===== src/hw/rtl/smpb_pkg.sv =====
// Shared types and constants for the seam backtrack block.
// No dependencies.
package smpb_pkg;

  localparam int unsigned DimW    = 7;  // config register width
  localparam int unsigned RowW    = 6;  // seam_row width
  localparam int unsigned ColOutW = 6;  // seam_column width
  localparam int unsigned DataW   = 32; // cost_value width
  localparam int unsigned CfgIdxW = 1;

  localparam logic [CfgIdxW-1:0] CFG_IMAGE_WIDTH  = 1'b0;
  localparam logic [CfgIdxW-1:0] CFG_IMAGE_HEIGHT = 1'b1;

  localparam logic [DimW-1:0] DIM_RESET = 7'd64;

  typedef struct packed {
    logic [RowW-1:0]    row;
    logic [ColOutW-1:0] column;
    logic               done;
  } smpb_res_t;

endpackage


===== src/hw/rtl/smpb_out_reg.sv =====
// One-entry output register between the walker and the result channel.
// Depends on smpb_pkg.
module smpb_out_reg (
  input  logic               clk_i,
  input  logic               rst_ni,
  input  logic               res_valid_i,
  input  smpb_pkg::smpb_res_t res_i,
  output logic               res_ready_o,
  output logic               out_valid_o,
  input  logic               out_stall_i,
  output smpb_pkg::smpb_res_t out_o
);
  import smpb_pkg::*;

  logic      vld_q, vld_d;
  smpb_res_t res_q;

  assign res_ready_o = !vld_q || !out_stall_i;
  assign vld_d       = res_ready_o ? res_valid_i : vld_q;

  always_ff @(posedge clk_i or negedge rst_ni) begin
    if (!rst_ni) begin
      vld_q <= 1'b0;
    end else begin
      vld_q <= vld_d;
    end
  end

  always_ff @(posedge clk_i) begin
    if (res_ready_o && res_valid_i) begin
      res_q <= res_i;
    end
  end

  assign out_valid_o = vld_q;
  assign out_o       = res_q;

endmodule


===== config.mk =====
export PLATFORM = sky130hd
export DESIGN_NAME = smpb_out_reg
export DESIGN_NICKNAME = d
export VERILOG_FILES = /design/src/hw/rtl/smpb_pkg.sv /design/src/hw/rtl/smpb_out_reg.sv
export SDC_FILE = /design/constraint.sdc
export NUM_CORES = 1
export LEC_CHECK = 0
export BUFFER_PORTS_ARGS = -buffer_cell sky130_fd_sc_hd__buf_4
export CORE_AREA = 4 4 41 43
export DETAILED_ROUTE_END_ITERATION = 16
export DIE_AREA = 0 0 45 47
export HOLD_SLACK_MARGIN = 0.02
export PLACE_DENSITY_LB_ADDON = 0.08
export SLEW_MARGIN = 20
export SYNTH_ARGS = -nofsm -noshare
export SYNTH_HDL_FRONTEND = slang
export SYNTH_SLANG_ARGS = --single-unit

===== constraint.sdc =====
create_clock -name clk_i -period 3.1 [get_ports clk_i]
set_input_delay 0.155 -clock clk_i [delete_from_list [all_inputs] [get_ports clk_i]]
set_output_delay 0.155 -clock clk_i [all_outputs]
set_load 0.01 [all_outputs]

After elaboration in Yosys (flattened, before gate mapping):

Index checks and enable logic that the tools add are counted.
W data, S select, Z words.

* bits in registers: 14
* output and inout port bits: 15

* reductions and logical operators: 4

Operators by type and width (count)
* $logic_not A1 Y1: 2
* $logic_and A1 B1 Y1: 1
* $logic_or A1 B1 Y1: 1

Logic depth before layout (Yosys ltp):

Gate-level depths: netlist of the first run.

* word-level depth: 3
* mapped depth: 1

Least setup slack after synthesis of the first run:

No wires, ideal clock.

* kind: flip-flop to flip-flop
* from: reg vld_q, in the netlist out_valid_o
* to: reg res_q (netlist bit out_o[0]), enable pin
* arrival: 877 ps
* path slack: 1850 ps
* stages on the path, launching flop included: 2
* buffers on the path: 0
* clock period less this slack: 1250 ps
* path through: dfrtp_1 > a21boi_2

* longest elaborated chain between the ends: 3

RTL lines
* start: declaration: line smpb_out_reg.sv:15 `logic vld_q, vld_d;`
* start signal: assignment: line smpb_out_reg.sv:25 `vld_q <= vld_d;`
* $logic_not A1 Y1: line smpb_out_reg.sv:18 `assign res_ready_o = !vld_q || !out_stall_i;`
* $logic_or A1 B1 Y1: line smpb_out_reg.sv:18
* $logic_and A1 B1 Y1: line smpb_out_reg.sv:30 `if (res_ready_o && res_valid_i) begin`
* end signal: assignment: line smpb_out_reg.sv:31 `res_q <= res_i;`
* end: declaration: line smpb_out_reg.sv:16 `smpb_res_t res_q;`

No other way between the ends.
A chain may end at the register's enable or synchronous reset.

Final worst setup path of the first run:

* from: reg vld_q, in the netlist out_valid_o
* to: reg res_q (netlist bit out_o[6]), enable pin

The elaborated chain is that of the path after synthesis.

==> results of run 1 <==
==> metal layers <==
metal	part of all wire [%]	GRT usage [%]	routed length [um]
met5	0	0	0
met2	60	13.28	450
met3	15	3.065	111
met1	25	6.341	185
met4	0	5.263	0
==> final timing paths <==
kind / end / start / slack (ps) / cells after the start
max: out_o[6]$_DFFE_PP_ / out_valid_o$_DFFE_PN0P_ / 1790 / 1
min reg2reg: out_valid_o$_DFFE_PN0P_ / out_valid_o$_DFFE_PN0P_ / 570 / 1
max in group asynchronous: out_valid_o$_DFFE_PN0P_ / rst_ni / 2830 / 2
min: out_o[2]$_DFFE_PP_ / res_i[2] / 60 / 1
min in group asynchronous: out_valid_o$_DFFE_PN0P_ / rst_ni / 190 / 2
max reg2reg: out_o[6]$_DFFE_PP_ / out_valid_o$_DFFE_PN0P_ / 1790 / 1
==> power by group <==
part	switching (W)	leakage, nW	internal, W
Clock	0.0000512	0.0210	0.0000713
Sequential	0.00000321	0.135	0.000219
Combinational	0.0000167	0.164	0.0000272
==> sequential cells by signal (all words and copies together), names as in the netlist <==
name	cells
out_o	13
out_valid_o	1
==> final cells by class <==
cell class	instances	area (um2)
tap	15	18.77
multi-input combinational	3	22.52
timing repair buffer	32	242.7
fill	119	565.5
clock buffer	4	36.28
sequential	14	415.4
==> logic make-up after synthesis <==
kind of cell,synth area share [%]
AO/OA/AOI/OAI,4.286
AND/OR/NAND/NOR,0.8563
flip-flops,94.86
==> what timing repair did <==
item                                   in CTS  in global routing
setup endpoints to repair                   0                  0
endpoints found under the hold margin       1                  0
hold buffers                                1                  0
==> cells in the final DEF (no fill, tap or decap), drive strengths merged <==
cell / count
buf: 31
edfxtp: 13
clkbuf: 4
nand2: 1
a21o: 1
a21boi: 1
dlygate4sd3: 1
dfrtp: 1
==> metrics by stage <==
step | setup slack (ps) | total power [W] | util, % | area [um2]
final | 1794 | 0.0003885 | 56.54 | 735.7
after global routing | 1716 | 0.0004075 | 56.54 | 735.7
after CTS | 1770 | 0.0003965 | 56.54 | 735.7
after detailed placement | 1779 | 0.0002705 | 52.98 | 689.4
after global placement | 1799 | 0.0002693 | 52.98 | 689.4
after floorplan | 1850 | 0.0002375 | - | 437.9
==> Yosys cell counts <==
cell and number:
a21boi_2 1, a21o_1 1, dfrtp_1 1, edfxtp_1 13, nand2_1 1
==> run metrics, run 1 <==
Die Y between 40 and 50 um; Boundary Pins 32; WL per Instance approximately 11 um; critical path's slowest cell a21boi_2; layout net count between 70 and 80; detailed-route via count between 200 and 300; endpoints failing setup 0; starting density of the core 33.65%; Crit path max-delay family compound AO/OA/AOI/OAI gates; clock sinks 14; maximum vdd drop between 0.2 and 0.3 mV; GRT Total Usage around 7.3%; vias in the first global route approximately 260; RSZ-0062 raised after global routing no; post-synthesis sequential area ratio between 90% and 100%; clk slew on worst S/H paths ~80 ps; Clock Path Buffers 2; Pleak ~0.32 nW; final setup TNS 0 ps; Yosys top cell area share about nine tenths; root buffer cell clkbuf_4; critical path type reg -> reg; f_max approximately 770 MHz; DRC 0; buffers added on ports 31; max capacitance violation total 0; Cells after Synth 17; Final Non-Filler Cells between 60 and 70; top area cells in the synthesized netlist edfxtp_1 89%, dfrtp_1 5.7%, a21boi_2 2.6%; synth warn 0; 1st-pass router iterations 2; final worst path period need about 1300 ps; Slowest Stage Delay on Critical Path between 500 and 600 ps; TritonCTS clock tree done; actual slew at the worst max-slew pin between 600 and 700 ps; DIE AREA ~0.0021 mm2; Slew Limit Fails 0; first-pass GRT wire length between 1000 and 1500 um; CP Launch Type flop; number of DRC markers in iteration 0 1; DR vias/cell between 4 and 5; CTS buffer count 3; routability cong. between 0.5 and 0.6; Final Hold Vio Count 0; fraction of layout cells with a size suffix above 1 67.92%; Gates resized, CTS repair 0; status finished, final reports clean; core box area roughly 0.0013 mm2; Mapped Nets 34; largest net degree at the start of global routing 14; CP Capture Type flop; mapped cell area between 400 and 500 um2; final worst path period share between 40% and 50%; Inserted Diodes 0; crit-path max FO 13; Max H-tree Level 1; total grt overflow 0; Req. time, crit path roughly 3000 ps; Critical Path AT about 1200 ps; Antenna Nets Post-Route 0; syn avg cell area about 26 um2; crit path cell chain a21boi_2; clock skew approximately 1.3 ps; Buf+Inv Stages, Crit Path 0; Detailed Route WL around 750 um; Post-CTS Setup Bufs 0; Worst slew margin between 50% and 60%; Cell variety after synth 5; worst hold path type in -> reg; area delta synth->final 68.00%; Cells after DPL 63; #FFs+latches synth 14; Synth area leader edfxtp_1; Pwr Density 528.0 mW/mm2; # rows 13; worst hold slack approximately 60 ps; clock latency on the worst-skew pair ~270 ps; initial antenna violation count 0; Chip Width 45 um
No activity file was read; power rests on OpenSTA's default activity.
==> run 2, diff against run 1 <==
clock period = 1.3 ns   (was 3.1 ns; I/O delays follow)
==> run 2 against run 1 <==
Setup slack got worse by 1800 ps. Total power rose to 2.5 times the previous value. Non-clock buffer count rose by 16. First-iteration DRC count fell by 100%. Routed wire length rose by 34%. Largest cell class unchanged. Utilization rose by 12 points. Sequential share of layout area fell by 10 points. Critical path depth rose by 1. Design area rose by 21%. Highest routed layer unchanged. Die area did not move.
==> run metrics, run 2 (same netlist as run 1, synthesis figures left out) <==
Max H-tree Level 1; DIE AREA about 0.0021 mm2; r2r startpoint out_valid_o$_DFFE_PN0P_; Detailed Route WL 998 um; Place WS between 200 and 250 ps; buffers added on ports 31; WL per Instance between 10 and 15 um; Die Y 47 um; starting density of the core 33.65%; DRC 0; clock latency on the worst-skew pair between 200 and 300 ps; Pwr Density approximately 1100 mW/mm2; Slowest Stage Delay on Critical Path between 500 and 600 ps; 1st-pass router iterations 1; worst setup margin 25.96 ps; crit path from out_valid_o$_DFFE_PN0P_; status finished, final reports clean; RSZ-0062 raised after global routing no; detailed-route via count 344; total grt overflow 0; clk slew on worst S/H paths 80 ps; clock skew about 1.6 ps; initial antenna violation count 0; TritonCTS clock tree done; layout net count 87; number of DRC markers in iteration 0 0; worst hold path type in -> async; maximum vdd drop 0.6649 mV; Slew Limit Fails 0; f_max 784.9 MHz; actual slew at the worst max-slew pin 159.0 ps; CTS buffer count 3; area delta synth->final 104.0%; Pleak between 0.3 and 0.4 nW; Boundary Pins 32; Chip Width 45 um; fraction of layout cells with a size suffix above 1 between 50 and 60%; root buffer cell clkbuf_4; most common cell after layout, fill and taps aside buf_4; # rows 13; final worst path period share a little over nine tenths; Worst slew margin 89.40%; core box area between 0.001 and 0.0015 mm2; crit path cell chain a21o_1, dlygate4sd3_1; max capacitance violation total 0; first-pass GRT wire length 1531 um; critical path's slowest cell dlygate4sd3_1; final worst path period need 1274 ps; Final Hold Vio Count 0; critical path type reg -> reg; Antenna Nets Post-Route 0; endpoints failing setup 0; CP Capture Type flop; largest net degree at the start of global routing 14; clock sinks 14; overall power around 0.001 W; max reg flops 13; Critical Path AT around 1400 ps; CP Launch Type flop; final setup TNS 0 ps; GRT Total Usage 10.66%; vias in the first global route ~370; routability cong. approximately 0.59; DR vias/cell about 4.1; crit-path max FO 4; most frequent cells in the layout 32 x buf_4, 16 x dlygate4sd3_1, 13 x edfxtp_1; Clock Path Buffers 2; Post-CTS Setup Bufs 0; Inserted Diodes 0; Req. time, crit path around 1500 ps
==> run 2: layout make-up <==
cell class / instances / area (um2)
multi-input cells: 3 / 22.52
flip-flops and latches: 14 / 415.4
repair buffers: 48 / 400.4
fillers: 92 / 407.9
clock buffers: 4 / 36.28
well taps: 15 / 18.77
==> run 2: routing by layer <==
metal  global-route usage (%)  share of wire [%]  up-vias
met5                        0                  0        -
li1                         -                  -      171
met1                    10.19                 30      154
met2                    18.64                 58       19
met4                    7.018                  0        0
met3                    4.598                 13        0
==> run 2: worst max-delay path, delay by kind of cell (launching register included) <==
family | cells | cell delay [ps]
buffers and inverters | 1 | 550
DFF | 1 | 430
AOI/OAI and AO/OA | 1 | 190
==> run 2: worst paths after layout <==
kind                       slack [ps]  depth (start not counted)                      end
setup / recovery                   30                          2  out_valid_o$_DFFE_PN0P_
hold / removal                    100                          2  out_valid_o$_DFFE_PN0P_
hold reg to reg                   840                          2      out_o[10]$_DFFE_PP_
max in group asynchronous        1120                          2  out_valid_o$_DFFE_PN0P_
setup reg to reg                   30                          2  out_valid_o$_DFFE_PN0P_
min in group clk_i                290                          3      out_o[10]$_DFFE_PP_
==> run 2: timing repair <==
| action | in CTS | in global routing |
|---|---|---|
| endpoints found under the hold margin | 15 | 0 |
| resized for setup | 0 | 0 |
| hold buffers | 16 | 0 |
==> run 2: per-stage QoR <==
| stage | hold WS (ps) | area, um2 | std cells | utilization (%) |
|---|---|---|---|---|
| final | 95.98 | 893.4 | 84 | 68.65 |
| after global routing | 89.29 | 893.4 | 84 | 68.65 |
| after CTS | 87.77 | 893.4 | 84 | 68.65 |
| after detailed placement | -157.0 | 696.9 | 64 | 53.56 |
| after global placement | -159.6 | 696.9 | 64 | 53.56 |
| after floorplan | -230.6 | 437.9 | 17 | - |
==> run 2: report_power, final <==
| group | internal (W) | leakage (nW) | switching (W) |
|---|---|---|---|
| Sequential | 0.000522 | 0.135 | 0.00000782 |
| Combinational | 0.0000974 | 0.231 | 0.0000494 |
| Clock | 0.000170 | 0.0210 | 0.000138 |
| Total | 0.000789 | 0.387 | 0.000195 |
==> run 3, diff against run 2 <==
clock period = 1.2 ns   (was 1.3 ns; I/O delays follow)
==> run 3 against run 2 <==
Non-clock buffer count decreased by 1. Sequential share of layout area unchanged. Maximum frequency increased by 18%. Die area unchanged. Clock-buffer cell count decreased by 1. Clock power decreased by 16%. Final cell count decreased by 1.2%. Sequential power increased by 8.5%. Setup slack improved by 91 ps. Design area unchanged. Combinational power increased by 14%. Largest power group unchanged.
==> run metrics, run 3 (same netlist as run 1, synthesis figures left out) <==
most frequent cells in the layout 31 x buf_4, 15 x dlygate4sd3_1, 13 x edfxtp_1; detailed-route via count 346; Clock Path Buffers 2; worst setup margin approximately 120 ps; metal2 WL 687 um; most common cell after layout, fill and taps aside buf_4; Place WS ~140 ps; Final Hold Vio Count 0; Critical Path AT about 1100 ps; crit-path max FO 13; met1 wire length 323 um; # rows 13; Gates resized, CTS repair 0; core box area 0.001301 mm2; Routed met3 length between 100 and 150 um; final setup TNS 0 ps; Inserted Diodes 0; CP Capture Type flop; DRC 0; CTS buffer count 3; clock sinks 14; 1st-pass router iterations 2; area delta synth->final 104.0%; f_max about 900 MHz; buffers added on ports 31; routability cong. 0.6025; max reg flops 13; Chip Width roughly 45 um; clock skew roughly 1.4 ps; Boundary Pins 32; vias in the first global route slightly below 400; worst hold slack 38.39 ps; Worst slew margin 87.09%; TritonCTS clock tree done; number of DRC markers in iteration 0 4; Post-CTS Setup Bufs 0; Slew Limit Fails 0; critical path type reg -> reg; largest net degree at the start of global routing 14; hold-fix buffers at CTS 15; fraction of layout cells with a size suffix above 1 52.94%; Hold Startpoint out_stall_i; worst hold path type in -> reg; GRT Total Usage between 10% and 20%; starting density of the core roughly a third; Antenna Nets Post-Route 0; total grt overflow 0; first-pass GRT wire length approximately 1700 um; r2r startpoint out_valid_o$_DFFE_PN0P_; top routing layer used met4; Pleak 0.3867 nW; layout net count 86; Req. time, crit path around 1200 ps; Detailed Place HPWL 707.1 um; RSZ-0062 raised after global routing no; DR vias/cell approximately 4.2; WL per Instance ~14 um; actual slew at the worst max-slew pin roughly 190 ps; initial antenna violation count 0; Pwr Density roughly 1100 mW/mm2; clk slew on worst S/H paths around 80 ps; endpoints failing setup 0; Die Y 47 um; crit path from out_valid_o$_DFFE_PN0P_; CP Launch Type flop; maximum vdd drop 0.9763 mV; Max H-tree Level 1; final worst path period need 1083 ps; root buffer cell clkbuf_4; clock latency on the worst-skew pair roughly 260 ps; final worst path period share between 90% and 100%; Detailed Route WL ~1100 um; max capacitance violation total 0; DIE AREA roughly 0.0021 mm2; status finished, final reports clean; overall power 0.0009993 W
run 3: cell types whose count changed in the layout (fill, tap and decap cells not counted):
| cell | change |
|---|---|
| a21boi_2 | -1 |
| a21boi_4 | +1 |
| buf_12 | +1 |
| buf_4 | -1 |
| clkbuf_8 | -1 |
| clkinv_1 | +1 |
| dlygate4sd3_1 | -1 |
run 3: worst paths after layout:
| kind | end | slack (ps) | cells past startpoint |
|---|---|---|---|
| setup / recovery | out_o[6]$_DFFE_PP_ | 120 | 2 |
| hold / removal | out_valid_o$_DFFE_PN0P_ | 40 | 2 |
| setup reg to reg | out_o[6]$_DFFE_PP_ | 120 | 2 |
| hold reg to reg | out_valid_o$_DFFE_PN0P_ | 620 | 1 |
| max in group asynchronous | out_valid_o$_DFFE_PN0P_ | 980 | 2 |
| min in group asynchronous | out_valid_o$_DFFE_PN0P_ | 140 | 2 |
run 3: layer usage:
metal | up-vias | global-route usage [%]
met5 | - | 0
met4 | 0 | 1.754
met3 | 2 | 3.831
met2 | 18 | 25.42
met1 | 158 | 9.732
li1 | 168 | -
run 3: final cells by class:
cell class	count	area [um2]
timing repair buffer	47	402.9
tap	15	18.77
multi-input combinational	3	30.03
sequential	14	415.4
clock inverter	1	3.754
clock buffer	3	22.52
fill	98	407.9
run 3: worst max-delay path, stage by stage (launching register included):
cell	delay, ps
dfrtp_1	440
a21boi_4	200
buf_12	160
run 3: stage by stage:
step	utilization (%)	cell area (um2)	cells
finish	68.65	893.4	83
global route	68.65	893.4	83
CTS	68.65	893.4	83
detailed placement	55.10	716.9	64
global placement	55.10	716.9	64
floorplan	-	445.4	17
run 3: where the power goes:
group	total [W]	switching, W	internal [W]
clock	0.000258	0.000138	0.000120
sequential	0.000574	0.00000944	0.000565
combinational	0.000167	0.0000565	0.000110
