`src/hw/rtl/smpb_pkg.sv`:
```
// Shared types and constants for the seam backtrack block.
// No dependencies.
package smpb_pkg;

  localparam int unsigned DimW    = 7;  // config register width
  localparam int unsigned RowW    = 6;  // seam_row width
  localparam int unsigned ColOutW = 6;  // seam_column width
  localparam int unsigned DataW   = 32; // cost_value width
  localparam int unsigned CfgIdxW = 1;

  localparam logic [CfgIdxW-1:0] CFG_IMAGE_WIDTH  = 1'b0;
  localparam logic [CfgIdxW-1:0] CFG_IMAGE_HEIGHT = 1'b1;

  localparam logic [DimW-1:0] DIM_RESET = 7'd64;

  typedef struct packed {
    logic [RowW-1:0]    row;
    logic [ColOutW-1:0] column;
    logic               done;
  } smpb_res_t;

endpackage

```
`src/hw/rtl/smpb_walker.sv`:
```
// Load sequencer, bottom-row scan and upward walk over the cost store.
// Depends on smpb_pkg; drives the ports of smpb_cost_store.
module smpb_walker #(
  parameter int unsigned MaxWidth  = 64,
  parameter int unsigned MaxHeight = 64,
  parameter int unsigned Depth     = 4096,
  parameter int unsigned AddrW     = 12,
  parameter int unsigned CostW     = 32
) (
  input  logic                        clk_i,
  input  logic                        rst_ni,
  input  logic                        in_valid_i,
  output logic                        in_stall_o,
  input  logic [smpb_pkg::DataW-1:0]  cost_value_i,
  input  logic                        final_cost_i,
  input  logic [smpb_pkg::DimW-1:0]   width_i,
  input  logic [smpb_pkg::DimW-1:0]   height_i,
  output logic                        wr_en_o,
  output logic [AddrW-1:0]            wr_addr_o,
  output logic [CostW-1:0]            wr_data_o,
  output logic                        rd_en_o,
  output logic [AddrW-1:0]            rd_addr_o,
  input  logic [CostW-1:0]            rd_data_i,
  output logic                        res_valid_o,
  output smpb_pkg::smpb_res_t         res_o,
  input  logic                        res_ready_i
);
  import smpb_pkg::*;

  localparam logic [2:0] S_IDLE  = 3'd0;
  localparam logic [2:0] S_SCAN  = 3'd1;
  localparam logic [2:0] S_EMIT  = 3'd2;
  localparam logic [2:0] S_FETCH = 3'd3;

  localparam logic [10:0] MAXW = 11'(MaxWidth);
  localparam logic [10:0] MAXH = 11'(MaxHeight);
  localparam logic [AddrW-1:0] LAST_ADDR = AddrW'(Depth - 1);

  logic [2:0]       state_q, state_d;
  logic [AddrW-1:0] load_q, load_d;
  logic [DimW-1:0]  w_q, w_d;
  logic [RowW-1:0]  row_q, row_d;
  logic [AddrW-1:0] base_q, base_d;
  logic [DimW-1:0]  k_q, k_d;
  logic             rd_vld_q, rd_vld_d;
  logic [DimW-1:0]  rd_col_q, rd_col_d;
  logic [CostW-1:0] best_q, best_d;
  logic [DimW-1:0]  x_q, x_d;
  logic [1:0]       ph_q, ph_d;
  logic [CostW-1:0] up_q, up_d;
  logic [CostW-1:0] l_q, l_d;

  logic             in_xfer;
  logic [DimW-1:0]  wc, hc, hm1;
  logic             has_l, has_r;
  logic [AddrW-1:0] addr_up, addr_l, addr_r;

  assign in_stall_o = (state_q != S_IDLE);
  assign in_xfer    = in_valid_i && !in_stall_o;

  // Clamp dimensions: zero counts as one, large values saturate.
  always_comb begin
    if (width_i == '0) begin
      wc = DimW'(1);
    end else if ({4'b0, width_i} > MAXW) begin
      wc = MAXW[DimW-1:0];
    end else begin
      wc = width_i;
    end
    if (height_i == '0) begin
      hc = DimW'(1);
    end else if ({4'b0, height_i} > MAXH) begin
      hc = MAXH[DimW-1:0];
    end else begin
      hc = height_i;
    end
  end
  assign hm1 = hc - DimW'(1);

  assign has_l   = (x_q != '0);
  assign has_r   = ((x_q + DimW'(1)) != w_q);
  assign addr_up = base_q + AddrW'(x_q);
  assign addr_l  = has_l ? addr_up - AddrW'(1) : addr_up;
  assign addr_r  = has_r ? addr_up + AddrW'(1) : addr_up;

  assign wr_en_o   = in_xfer;
  assign wr_addr_o = load_q;
  assign wr_data_o = cost_value_i[CostW-1:0];

  assign res_o.row    = row_q;
  assign res_o.column = x_q[ColOutW-1:0];
  assign res_o.done   = (row_q == '0);

  always_comb begin
    state_d     = state_q;
    load_d      = load_q;
    w_d         = w_q;
    row_d       = row_q;
    base_d      = base_q;
    k_d         = k_q;
    rd_vld_d    = 1'b0;
    rd_col_d    = rd_col_q;
    best_d      = best_q;
    x_d         = x_q;
    ph_d        = ph_q;
    up_d        = up_q;
    l_d         = l_q;
    rd_en_o     = 1'b0;
    rd_addr_o   = addr_up;
    res_valid_o = 1'b0;

    case (state_q)
      S_IDLE: begin
        if (in_xfer) begin
          if (final_cost_i) begin
            load_d  = '0;
            w_d     = wc;
            row_d   = hm1[RowW-1:0];
            base_d  = AddrW'(AddrW'(hm1) * AddrW'(wc));
            k_d     = '0;
            state_d = S_SCAN;
          end else if (load_q == LAST_ADDR) begin
            load_d = '0;
          end else begin
            load_d = load_q + AddrW'(1);
          end
        end
      end

      S_SCAN: begin
        // Leftmost minimum: only a strictly lower cost replaces the best.
        if (rd_vld_q && (rd_col_q == '0 || rd_data_i < best_q)) begin
          best_d = rd_data_i;
          x_d    = rd_col_q;
        end
        if (k_q != w_q) begin
          rd_en_o   = 1'b1;
          rd_addr_o = base_q + AddrW'(k_q);
          rd_vld_d  = 1'b1;
          rd_col_d  = k_q;
          k_d       = k_q + DimW'(1);
        end else if (!rd_vld_q) begin
          state_d = S_EMIT;
        end
      end

      S_EMIT: begin
        res_valid_o = 1'b1;
        if (res_ready_i) begin
          if (row_q == '0) begin
            state_d = S_IDLE;
          end else begin
            row_d   = row_q - RowW'(1);
            base_d  = base_q - AddrW'(w_q);
            ph_d    = 2'd0;
            state_d = S_FETCH;
          end
        end
      end

      S_FETCH: begin
        // Reads up, left, right on successive cycles from the store's registered read port.
        ph_d = ph_q + 2'd1;
        case (ph_q)
          2'd0: begin
            rd_en_o   = 1'b1;
            rd_addr_o = addr_up;
          end
          2'd1: begin
            up_d      = rd_data_i;
            rd_en_o   = 1'b1;
            rd_addr_o = addr_l;
          end
          2'd2: begin
            l_d       = rd_data_i;
            rd_en_o   = 1'b1;
            rd_addr_o = addr_r;
          end
          default: begin
            if (has_l && l_q < up_q && (!has_r || l_q <= rd_data_i)) begin
              x_d = x_q - DimW'(1);
            end else if (has_r && rd_data_i < up_q && (!has_l || rd_data_i <= l_q)) begin
              x_d = x_q + DimW'(1);
            end
            state_d = S_EMIT;
          end
        endcase
      end

      default: begin
        state_d = S_IDLE;
      end
    endcase
  end

  always_ff @(posedge clk_i or negedge rst_ni) begin
    if (!rst_ni) begin
      state_q  <= S_IDLE;
      load_q   <= '0;
      x_q      <= '0;
      best_q   <= '0;
      rd_vld_q <= 1'b0;
      k_q      <= '0;
      ph_q     <= '0;
      w_q      <= DIM_RESET;
      row_q    <= '0;
      base_q   <= '0;
    end else begin
      state_q  <= state_d;
      load_q   <= load_d;
      x_q      <= x_d;
      best_q   <= best_d;
      rd_vld_q <= rd_vld_d;
      k_q      <= k_d;
      ph_q     <= ph_d;
      w_q      <= w_d;
      row_q    <= row_d;
      base_q   <= base_d;
    end
  end

  always_ff @(posedge clk_i) begin
    rd_col_q <= rd_col_d;
    up_q     <= up_d;
    l_q      <= l_d;
  end

endmodule

```
`config.mk`:
```
export PLATFORM = sky130hd
export DESIGN_NAME = smpb_walker
export DESIGN_NICKNAME = d
export VERILOG_FILES = /design/src/hw/rtl/smpb_pkg.sv /design/src/hw/rtl/smpb_walker.sv
export SDC_FILE = /design/constraint.sdc
export NUM_CORES = 1
export LEC_CHECK = 0
export ABC_AREA = 1
export BUFFER_PORTS_ARGS = -buffer_cell sky130_fd_sc_hd__buf_4
export CAP_MARGIN = 25
export CORE_AREA = 2 2 161 163
export CTS_CLUSTER_SIZE = 8
export DETAILED_ROUTE_END_ITERATION = 16
export DIE_AREA = 0 0 163 165
export PLACE_DENSITY = 0.78
export RECOVER_POWER = 100
export SLEW_MARGIN = 10
export SYNTH_ARGS = -nofsm -noshare
export SYNTH_HDL_FRONTEND = slang
export SYNTH_SLANG_ARGS = --single-unit
```
`constraint.sdc`:
```
create_clock -name clk_i -period 2.8 [get_ports clk_i]
set_clock_uncertainty 0.05 [all_clocks]
set_input_delay 0.14 -clock clk_i [delete_from_list [all_inputs] [get_ports clk_i]]
set_output_delay 0.14 -clock clk_i [all_outputs]
set_load 0.005 [all_outputs]
```
# --- Word-level counts from Yosys, hierarchy flattened ---
# Index checks and enable logic that the tools add are counted.
word_totals:
  register_bits: 160
  n_memories: 0
  ramBits: 0
  latchBits: 0
  word_cells: 133
  mem_bits_ro: 0
op_classes:
  addsub: 12
  mul: 1
  order_cmp: 7
  n_reduce_logical: 36
  div_mod_pow: 0
  n_shift: 0
  bitwise: 0
  muxes: 46
  eq_ne: 18
op_table:
  columns: ["operator", "n"]
  rows:
  - ["$mux 12", 9]
  - ["$lt 32x32->1", 3]
  - ["$mux 7", 11]
  - ["$pmux 12 s2", 3]
  - ["$le 32x32->1", 2]
  - ["$pmux 7 s2", 2]
  - ["$add 12x1->12 const B", 2]
  - ["$add 12x7->12", 2]
  - ["$mux 6", 4]
  - ["$logic_not 7->1", 3]
  - ["$mux 3", 6]
  - ["$ne 2x2->1 const B", 9]
  - ["$add 7x1->7 const B", 2]
  - ["$gt 7x7->1 const B", 2]
  - ["$ne 7x7->1", 2]
  - ["$sub 7x1->7 const B", 2]
  - ["$eq 12x12->1 const B", 1]
  - ["$mul 7x7->12", 1]
  - ["$pmux 3 s4", 1]
  - ["$pmux 6 s2", 1]
  - ["$sub 12x1->12 const B", 1]
  - ["$sub 12x7->12", 1]
  - ["$reduce_and 2->1", 5]
  - ["$reduce_and 4->1", 2]
  - ["other kinds (24)", 43]

# --- Depth between registers and ports, before layout ---
# Gate-level depths: netlist of the first run.
depth:
  ltp_word: 8
  depth_mapped: 27
  depth_no_buf: 27

# --- Worst setup path after synthesis of the first run ---
# No wires, ideal clock.
synth_path:
  kind: "input port to flip-flop"
  startpoint: "input port height_i[0] in the netlist's numbering"
  endpoint: "register base_q[11]"
  t_arrival_ns: 4.723
  slack_ns: -2.096
  cell_stages: 25
  path_buffers: 0
  cell_sequence: "nor2_1 nand3_1 nand2_1 o21ai_1 ha_1 nand2_1 xnor2_1 nor2_1 fa_1 inv_1 fa_1 inv_1 fa_1 inv_1 fa_1 inv_1 ha_1 inv_1 o21ai_0 o21ai_0 o311ai_0 a31oi_1 a21oi_1 o21ai_0 nand2_1"
synth_via:
  elab_chain_len: 8
synth_lines:
  columns: ["element", "line_no", "rtl"]
  rows:
  - ["start, declared", "smpb_walker.sv:17", "input logic [smpb_pkg::DimW-1:0] height_i,"]
  - ["$gt 7x7->1", "smpb_walker.sv:72", "end else if ({4'b0, height_i} > MAXH) begin"]
  - ["$mux 7", "smpb_walker.sv:72", null]
  - ["$mux 7 *", "smpb_walker.sv:70", "if (height_i == '0) begin"]
  - ["$sub 7x1->7 *", "smpb_walker.sv:78", "assign hm1 = hc - DimW'(1);"]
  - ["$mul 7x7->12 *", "smpb_walker.sv:119", "base_d = AddrW'(AddrW'(hm1) * AddrW'(wc));"]
  - ["$mux 12 *", "smpb_walker.sv:115", "if (final_cost_i) begin"]
  - ["$mux 12 *", "smpb_walker.sv:114", "if (in_xfer) begin"]
  - ["$pmux 12 s2 *", "smpb_walker.sv:112", "case (state_q)"]
  - ["end signal, assigned", "smpb_walker.sv:218", "base_q <= base_d;"]
  - ["end, declared", "smpb_walker.sv:43", "logic [AddrW-1:0] base_q, base_d;"]
# Mark *: on every way between the ends. The rest lies on a longest branch, timed or not. The select of a mux whose other input is x is not followed.
# A chain may end at the register's enable or synchronous reset.

# --- Worst setup path after layout of the first run ---
# Same ends and word-level chain as after synthesis.

==> results.sh, run 1 <==
export IMPL_status="finished, violations left"
export IMPL_violations="setup timing"
export IMPL_clockBufferDepth=2
export IMPL_path_max_fanout=3
export IMPL_power_switching_mw=9.31
export IMPL_synth_edff_count=71
export IMPL_cts_tree="built"
export IMPL_gp_congestion=0.924
export IMPL_vdd_drop_max_mv=0.597
export IMPL_yosysTopAreaCell="ha_1"
export IMPL_cts_reportedPaths_clkPinSlew_ps=70
export IMPL_grt_pass1_vias=13117
export IMPL_seqPwrFrac_pct=20.4
export IMPL_hold_path_class="in -> reg"
export IMPL_io_buffers=91
export IMPL_async_reset_ff_share_pct=55.3
export IMPL_drt_first_pass_iters=5
export IMPL_dieArea_um2=26900
export IMPL_chipWidth_um=163
export IMPL_finalWirelength_um=39800
export IMPL_drc=0
export IMPL_hold_ws_ps=69.3
export IMPL_setup_viol=27
export IMPL_finalSetupTns_ps=-14480
export IMPL_worstHoldStart="width_i[3]"
export IMPL_syn_area_um2=13700
export IMPL_avgViaCountPerCell=5.64
export IMPL_yosysMostFrequentCell="nand2_1"
export IMPL_syn_instance_count=1779
export IMPL_io_pins=156
export IMPL_insertion_delay_ps=450
export IMPL_period_minus_slack_ps=4210
export IMPL_yosysWarnings=0
export IMPL_numCtsBuffers=17
export IMPL_p_sw_share_pct=49.1
export IMPL_ys_types=53
export IMPL_wire_per_inst_um=16.8
export IMPL_fin_nets=2323
export IMPL_syn2layout_area_growth_pct=28.1
export IMPL_layout_drive_gt1_share_pct=21.6
export IMPL_post_route_period_util_pct=150
export IMPL_combPwrFrac_pct=66.4
export IMPL_syn_num_nets=2073
export IMPL_slowest_delay_ps=520
export IMPL_worst_pin_slew_ps=1360
export IMPL_finalCoreUtilization_pct=70.2
export IMPL_num_rows=58
export IMPL_diodes=0
export IMPL_slew_violations=0
export IMPL_rsz0062_at_grt="yes"
export IMPL_ys_seq_area_share_pct=31.6
export IMPL_power_mw=19.0
export IMPL_grt_max_degree=52
export IMPL_cts_sinks=159
export IMPL_antenna_found_initial=0
export IMPL_syn_mean_instance_area_um2=7.72
export IMPL_num_vias=13367
export IMPL_hpwlAfterDp_um=27400
export IMPL_grt_pass1_wl_um=62200
export IMPL_grtUsageTotal_pct=28.8
export IMPL_drtIter0Drc=1021
export IMPL_whs_path_depth=4
export IMPL_use_met2_pct=49.6
export IMPL_final_hold_violation_count=0
export IMPL_synthTopCellsByArea="ha_1 (17%), dfrtp_1 (16%), edfxtp_1 (16%)"
export IMPL_synth_common_cells="nand2_1 (379), inv_1 (276), ha_1 (185)"
export IMPL_cp_start_kind="input pin"
export IMPL_grt_overflow=0
export IMPL_max_slew_margin_rel_pct=9.20
export IMPL_grtUsageMet3_pct=3.99
export IMPL_met1_usage_pct=36.3
export IMPL_initial_utilization_pct=54.8
export IMPL_r2r_cells=18
export IMPL_h_tree_depth=4
export IMPL_busiest_layer="met2"
export IMPL_ys_flop_type="dfrtp_1"
export IMPL_die_h_um=165
export IMPL_rr_startpoint="x_q[2]"
export IMPL_max_freq_mhz=237
export IMPL_cap_violations=0
export IMPL_p_leak_nw=8.50
export IMPL_end_kind="register"
export IMPL_p_clk_share_pct=13.2
export IMPL_root_buffer="clkbuf_16"
export IMPL_core_um2=25000
export IMPL_arrival_ps=4480
export IMPL_drtAntennaViolNets=0
export IMPL_internal_power_mw=9.66
export IMPL_ys_ff_latch=159
export IMPL_crit_slowest_cell="fa_1"
export IMPL_crit_start="height_i[0]"
export IMPL_critical_path_class="in -> reg"
export IMPL_timing_final_ws_setup_ps=-1410
export IMPL_required_ps=3070
export IMPL_synth_top_cell_area_share_pct=16.9
export IMPL_p_per_area_nw_per_um2=1080
-- layout by cell type, fill, tap and decap left out, types with 23 or more instances in the layout --
master           n
nor2_1         124
buf_6           30
nand4_1         23
buf_4          158
nand3_1         71
ha_1           166
nand2_1        345
o21ai_1         23
dlygate4sd3_1   33
inv_1          257
a21oi_1        108
edfxtp_1        71
inv_2           25
dfrtp_1         86
clkbuf_1        43
nand2_2         24
o21ai_0         98
fa_1            23
-- metrics by stage --
step | cell area, um^2 | cells | setup WS [ps]
after floorplan | 13900 | 1779 | -1620
after global placement | 15500 | 2249 | -1790
after detailed placement | 15500 | 2249 | -1930
after CTS | 17200 | 2345 | -1290
after global routing | 17600 | 2372 | -1690
final | 17600 | 2372 | -1410
-- worst paths after layout --
check | slack (ps) | to
setup / recovery | -1410 | base_q[11]
hold / removal | 70 | w_q[3]
setup reg to reg | -160 | x_q[3]
hold reg to reg | 500 | best_q[8]
max in group asynchronous | 470 | best_q[8]
min in group asynchronous | 500 | ph_q[1]
-- metal layers --
| metal | wire length [um] | up-vias |
|---|---|---|
| li1 | - | 6356 |
| met1 | 16400 | 6300 |
| met2 | 19200 | 582 |
| met3 | 2570 | 129 |
| met4 | 1590 | 0 |
| met5 | 0 | - |
-- registers in the layout, indices dropped and copies added, names as in the netlist, 2 cells and up --
register,flops
row_q,6
l_q,32
base_q,12
up_q,32
k_q,7
x_q,7
w_q,7
ph_q,2
rd_col_q,7
state_q,2
best_q,32
wr_addr_o,12
-- kinds of logic after synthesis --
logic type	share of synthesized area [%]
buffers and inverters	10.8
xor gates and xnor gates	2.42
DFF	31.6
AOI/OAI and AO/OA	12.5
adders and majority gates	20.7
and+or+nand+nor	22.1
-- layout make-up --
type | instances | area, um^2
Tap cell | 330 | 413
Timing Repair Buffer | 294 | 2250
Clock buffer | 17 | 425
Sequential cell | 159 | 4340
Fill cell | 1860 | 7450
Clock inverter | 15 | 214
Inverter | 288 | 1100
Multi-Input combinational cell | 1269 | 8850
-- power groups by stage --
stage / Clock, mW / Combinational [mW] / Sequential (mW)
3_5_place_dp: 0 / 9.72 / 3.87
3_3_place_gp: 0 / 9.37 / 3.83
2_1_floorplan: 0 / 6.65 / 3.68
5_1_grt: 2.61 / 13.8 / 3.96
6_report: 2.50 / 12.6 / 3.87
4_1_cts: 2.52 / 11.1 / 3.84
-- repair_timing --
| action | in CTS | in global routing |
|---|---|---|
| resized for setup | 141 | 109 |
| hold endpoints to repair | 145 | 0 |
| setup buffers | 32 | 37 |
| hold buffers | 33 | 0 |
| setup endpoints to repair | 28 | 28 |
| pin swaps | 67 | 81 |
-- worst max-delay path, delay by kind of cell --
family / cells / cell delay (ps)
adder cells (fa/ha/maj): 5 / 2130
AO/OA/AOI/OAI: 8 / 1210
buffers and inverters: 9 / 620
AND/OR/NAND/NOR: 6 / 390
(Power assumes the default switching activity.)
==> inputs of run 2 (changes only) <==
CORE_AREA = 8 8 167 169   (was 2 2 161 163)
DIE_AREA = 0 0 175 177   (was 0 0 163 165)
MAX_ROUTING_LAYER = met4   (was unset)
==> results.sh, run 2 (synthesis results as in run 1) <==
export IMPL_h_tree_depth=4
export IMPL_fin_nets=2326
export IMPL_drt_first_pass_iters=8
export IMPL_end_kind="register"
export IMPL_max_slew_margin_rel_pct=-3.66
export IMPL_r2r_end="x_q[2]"
export IMPL_rsz0062_at_grt="yes"
export IMPL_vdd_drop_max_mv=0.569
export IMPL_die_h_um=177
export IMPL_p_leak_nw=8.50
export IMPL_post_route_period_util_pct=149
export IMPL_path_delay_family="adder cells"
export IMPL_fin_area_um2=17700
export IMPL_chipWidth_um=175
export IMPL_worstSetupEndpoint="base_q[11]"
export IMPL_initial_utilization_pct=53.9
export IMPL_power_mw=19.1
export IMPL_period_minus_slack_ps=4170
export IMPL_grt_overflow=0
export IMPL_hpwlAfterDp_um=28100
export IMPL_avgViaCountPerCell=5.59
export IMPL_grt_pass1_vias=13536
export IMPL_wl_met2_um=19200
export IMPL_layout_drive_gt1_share_pct=22.2
export IMPL_antenna_found_initial=0
export IMPL_grt_max_degree=65
export IMPL_gp_congestion=0.944
export IMPL_preCtsSetupSlack_ps=-1960
export IMPL_rr_startpoint="x_q[0]"
export IMPL_num_rows=59
export IMPL_dpl_cell_area_um2=15500
export IMPL_dr_max_layer_used="met4"
export IMPL_multi_input_area_um2=8930
export IMPL_syn2layout_area_growth_pct=28.9
export IMPL_mostFrequentLayoutCells="nand2_1 (335), inv_1 (260), ha_1 (163), buf_4 (161), nor2_1 (124)"
export IMPL_worst_path_stages=27
export IMPL_slowest_delay_ps=520
export IMPL_dr_wl_met3_um=2410
export IMPL_crit_buf_inv=5
export IMPL_grtUsageTotal_pct=25.9
export IMPL_num_vias=13309
export IMPL_max_freq_mhz=240
export IMPL_status="finished, violations left"
export IMPL_r2r_cells=18
export IMPL_violations="capacitance limit, slew limit, setup timing"
export IMPL_io_pins=156
export IMPL_register_area_um2=4340
export IMPL_cts_tree="built"
export IMPL_final_hold_violation_count=0
export IMPL_critical_path_class="in -> reg"
export IMPL_wire_per_inst_um=17.1
export IMPL_worst_pin_slew_ps=1550
export IMPL_clockBufferDepth=2
export IMPL_drtAntennaViolNets=0
export IMPL_p_per_area_nw_per_um2=1080
export IMPL_path_max_fanout=4
export IMPL_slew_violations=56
export IMPL_setup_viol=28
export IMPL_cts_sinks=159
export IMPL_timing_final_ws_setup_ps=-1370
export IMPL_finalWirelength_um=40600
export IMPL_met1_length_um=16800
export IMPL_grt_pass1_wl_um=64200
export IMPL_dieArea_um2=31000
export IMPL_diodes=0
export IMPL_hold_path_class="in -> reg"
export IMPL_top_regs="best_q x32, l_q x32, up_q x32"
export IMPL_reg2reg_setup_slack_ps=-270
export IMPL_core_um2=25500
export IMPL_root_buffer="clkbuf_16"
export IMPL_numCtsBuffers=17
export IMPL_drc=0
export IMPL_finalSetupTns_ps=-16920
export IMPL_crit_slowest_cell="fa_1"
export IMPL_crit_start="height_i[4]"
export IMPL_fillers=1891
export IMPL_required_ps=3070
export IMPL_drtIter0Drc=976
export IMPL_io_buffers=91
export IMPL_insertion_delay_ps=440
export IMPL_final_common_cell="nand2_1"
export IMPL_arrival_ps=4450
export IMPL_cp_start_kind="input pin"
export IMPL_cts_reportedPaths_clkPinSlew_ps=80
export IMPL_cap_violations=1
[run 2: how the worst min path moves through the flow]
stage	cells past startpoint	slack [ps]	to	from
floorplan	0	-210	base_q[0]	rst_ni
global placement	1	200	ph_q[1]	rst_ni
detailed placement	1	210	ph_q[1]	rst_ni
CTS	4	50	w_q[3]	width_i[3]
global route	4	110	w_q[3]	width_i[3]
finish	4	90	w_q[3]	width_i[3]
[run 2: through the flow]
step	hold WS [ps]	cells	utilization (%)
after detailed placement	206	2255	60.8
final	95.0	2380	69.5
after CTS	54.5	2365	68.0
after global routing	113	2380	69.5
after floorplan	-206	1779	-
after global placement	200	2255	60.8
[run 2: power breakdown]
| group | switching, mW | internal, mW |
|---|---|---|
| Combinational | 7.61 | 5.16 |
| Sequential | 0.607 | 3.24 |
| Clock | 1.26 | 1.25 |
[run 2: worst register-to-register path: stages, from the launching register on]
cell,delay [ps]
dfrtp_1,410
clkbuf_1,370
ha_4,270
nand3_1,110
nand2_2,130
nand2_1,100
nand2_1,70
nand3_1,140
nor2_4,160
nand3_4,160
buf_6,180
buf_6,130
nand3b_4,130
nand2_8,90
nand3_4,100
nand2_4,60
nor2_4,190
nand2_1,80
nand2_1,90
[run 2: timing repair]
item | in CTS | in global routing
resized for setup | 144 | 117
pin swaps | 86 | 70
buffers inserted | 45 | 22
hold buffers | 33 | 0
hold endpoints to repair | 147 | 0
setup endpoints to repair | 20 | 28
[run 2: layer usage]
metal | vias up | GRT usage (%)
met2 | 578 | 42.4
met1 | 6207 | 30.7
li1 | 6358 | -
met3 | 166 | 3.50
met4 | 0 | 13.8
met5 | - | -
[run 2: cell type report]
| class | instances | share of cell area [%] |
|---|---|---|
| well taps | 335 | 2.37 |
| clock buffers | 17 | 2.40 |
| clock inverters | 15 | 1.22 |
| flip-flops and latches | 159 | 24.5 |
| multi-input cells | 1269 | 50.4 |
| repair buffers | 297 | 12.8 |
| inverters | 288 | 6.21 |
==> inputs of run 3 (changes only) <==
CORE_AREA = 8 8 208 210   (was 8 8 167 169)
DIE_AREA = 0 0 216 218   (was 0 0 175 177)
PLACE_DENSITY = 0.6   (was 0.78)
==> results.sh, run 3 (synthesis results as in run 1) <==
export IMPL_status="finished, violations left"
export IMPL_violations="setup timing"
export IMPL_io_pins=156
export IMPL_drc=0
export IMPL_max_freq_mhz=242
export IMPL_grt_pass1_wl_um=64100
export IMPL_io_buffers=91
export IMPL_p_leak_nw=8.45
export IMPL_whs_path_depth=4
export IMPL_finalNonFillerCells=2564
export IMPL_syn2layout_area_growth_pct=29.3
export IMPL_h_tree_depth=4
export IMPL_crit_start="height_i[4]"
export IMPL_grt_overflow=0
export IMPL_cts_tree="built"
export IMPL_diodes=0
export IMPL_r2r_end="x_q[5]"
export IMPL_num_vias=12537
export IMPL_mostFrequentLayoutCells="nand2_1 (336), inv_1 (259), ha_1 (166), buf_4 (146), nor2_1 (125)"
export IMPL_chipWidth_um=216
export IMPL_numCtsBuffers=17
export IMPL_final_common_cell="nand2_1"
export IMPL_arrival_ps=4460
export IMPL_initial_utilization_pct=34.2
export IMPL_worstSetupEndpoint="base_q[10]"
export IMPL_grt_max_degree=65
export IMPL_place_inst=2460
export IMPL_p_per_area_nw_per_um2=1060
export IMPL_hpwlAfterDp_um=30000
export IMPL_rr_startpoint="x_q[0]"
export IMPL_drtAntennaViolNets=0
export IMPL_setup_viol=27
export IMPL_path_max_fanout=4
export IMPL_top_regs="best_q x32, l_q x32, up_q x32"
export IMPL_max_slew_margin_rel_pct=10.8
export IMPL_cts_sinks=159
export IMPL_end_kind="register"
export IMPL_met1_usage_pct=20.3
export IMPL_clockBufferDepth=2
export IMPL_rsz0062_at_grt="yes"
export IMPL_die_h_um=218
export IMPL_required_ps=3120
export IMPL_core_um2=40200
export IMPL_cts_reportedPaths_clkPinSlew_ps=70
export IMPL_dieArea_um2=47100
export IMPL_timing_final_ws_setup_ps=-1340
export IMPL_preCtsSetupSlack_ps=-1960
export IMPL_hold_ws_ps=67.7
export IMPL_worst_pin_slew_ps=1340
export IMPL_grt_pass1_vias=12811
export IMPL_antenna_found_initial=0
export IMPL_final_hold_violation_count=0
export IMPL_busiest_layer="met2"
export IMPL_insertion_delay_ps=450
export IMPL_drt_first_pass_iters=5
export IMPL_period_minus_slack_ps=4140
export IMPL_wire_per_inst_um=15.5
export IMPL_drtIter0Drc=688
export IMPL_cp_start_kind="input pin"
export IMPL_critical_path_class="in -> reg"
export IMPL_root_buffer="clkbuf_16"
export IMPL_post_route_period_util_pct=148
export IMPL_vdd_drop_max_mv=0.540
export IMPL_layout_drive_gt1_share_pct=21.0
export IMPL_r2r_cells=19
export IMPL_grtUsageTotal_pct=17.2
export IMPL_use_met2_pct=29.5
export IMPL_reg2reg_setup_slack_ps=-200
export IMPL_cap_violations=0
export IMPL_grtUsageMet3_pct=2.55
export IMPL_fin_nets=2313
export IMPL_slew_violations=0
export IMPL_finalWirelength_um=39700
export IMPL_hold_path_class="in -> reg"
export IMPL_num_rows=74
export IMPL_gp_congestion=0.929
export IMPL_avgViaCountPerCell=4.89
-- run 3: worst min-delay path by stage --
stage          startpoint         to  slack, ps
2_1_floorplan      rst_ni  base_q[0]       -210
3_3_place_gp       rst_ni  best_q[7]        140
3_5_place_dp       rst_ni  best_q[7]        150
4_1_cts        width_i[3]     w_q[3]         40
5_1_grt        width_i[3]     w_q[3]         60
6_report       width_i[3]     w_q[3]         70
-- run 3: worst max-delay path, stage by stage --
cell and delay, ps:
buf_6 100, nor2_4 130, nand3_4 100, nor2_4 120
o21ai_4 80, ha_4 190, nand2_4 90, xnor2_4 140
nor2_2 60, fa_1 500, inv_2 50, fa_1 500
inv_1 50, fa_1 490, inv_2 40, fa_1 510
inv_2 50, ha_4 250, nand2_4 60, nand2_2 50
a21oi_2 130, nor2_1 60, nor2_1 100, o21bai_1 80
a21oi_1 130, o21ai_1 90, a31oi_1 170
-- run 3: cell type report --
class                           instances  area [um^2]
Clock buffer                           17          425
Clock inverter                         15          170
Fill cell                            3975        22400
Inverter                              288         1100
Multi-Input combinational cell       1270         8890
Sequential cell                       159         4340
Tap cell                              532          666
Timing Repair Buffer                  283         2160
-- run 3: metrics by stage --
stage	setup TNS [ps]	power [mW]	util (%)	cell area, um^2
6_report	-15040	18.8	44.2	17700
5_1_grt	-24380	20.4	44.2	17700
4_1_cts	-11680	18.0	43.4	17400
3_5_place_dp	-13360	14.2	39.4	15800
3_3_place_gp	-12690	14.0	39.4	15800
2_1_floorplan	-9870	10.3	-	13900
-- run 3: power by group --
part	internal [mW]	switching, mW
clock	1.20	1.18
sequential	3.24	0.542
combinational	5.21	7.39
total	9.65	9.12
-- run 3: per-layer routing --
metal  wire length (um)  vias up
li1                   -     6343
met1              17700     5897
met2              19300      233
met3               1250       64
met4               1410        0
met5                  0        -
-- run 3: repair_timing --
item / CTS / global route
endpoints found under the hold margin: 135 / 0
pin swaps: 56 / 68
setup buffers: 23 / 20
gates cloned: 1 / 0
hold buffers: 33 / 0
setup endpoints to repair: 25 / 28
resized for setup: 134 / 114
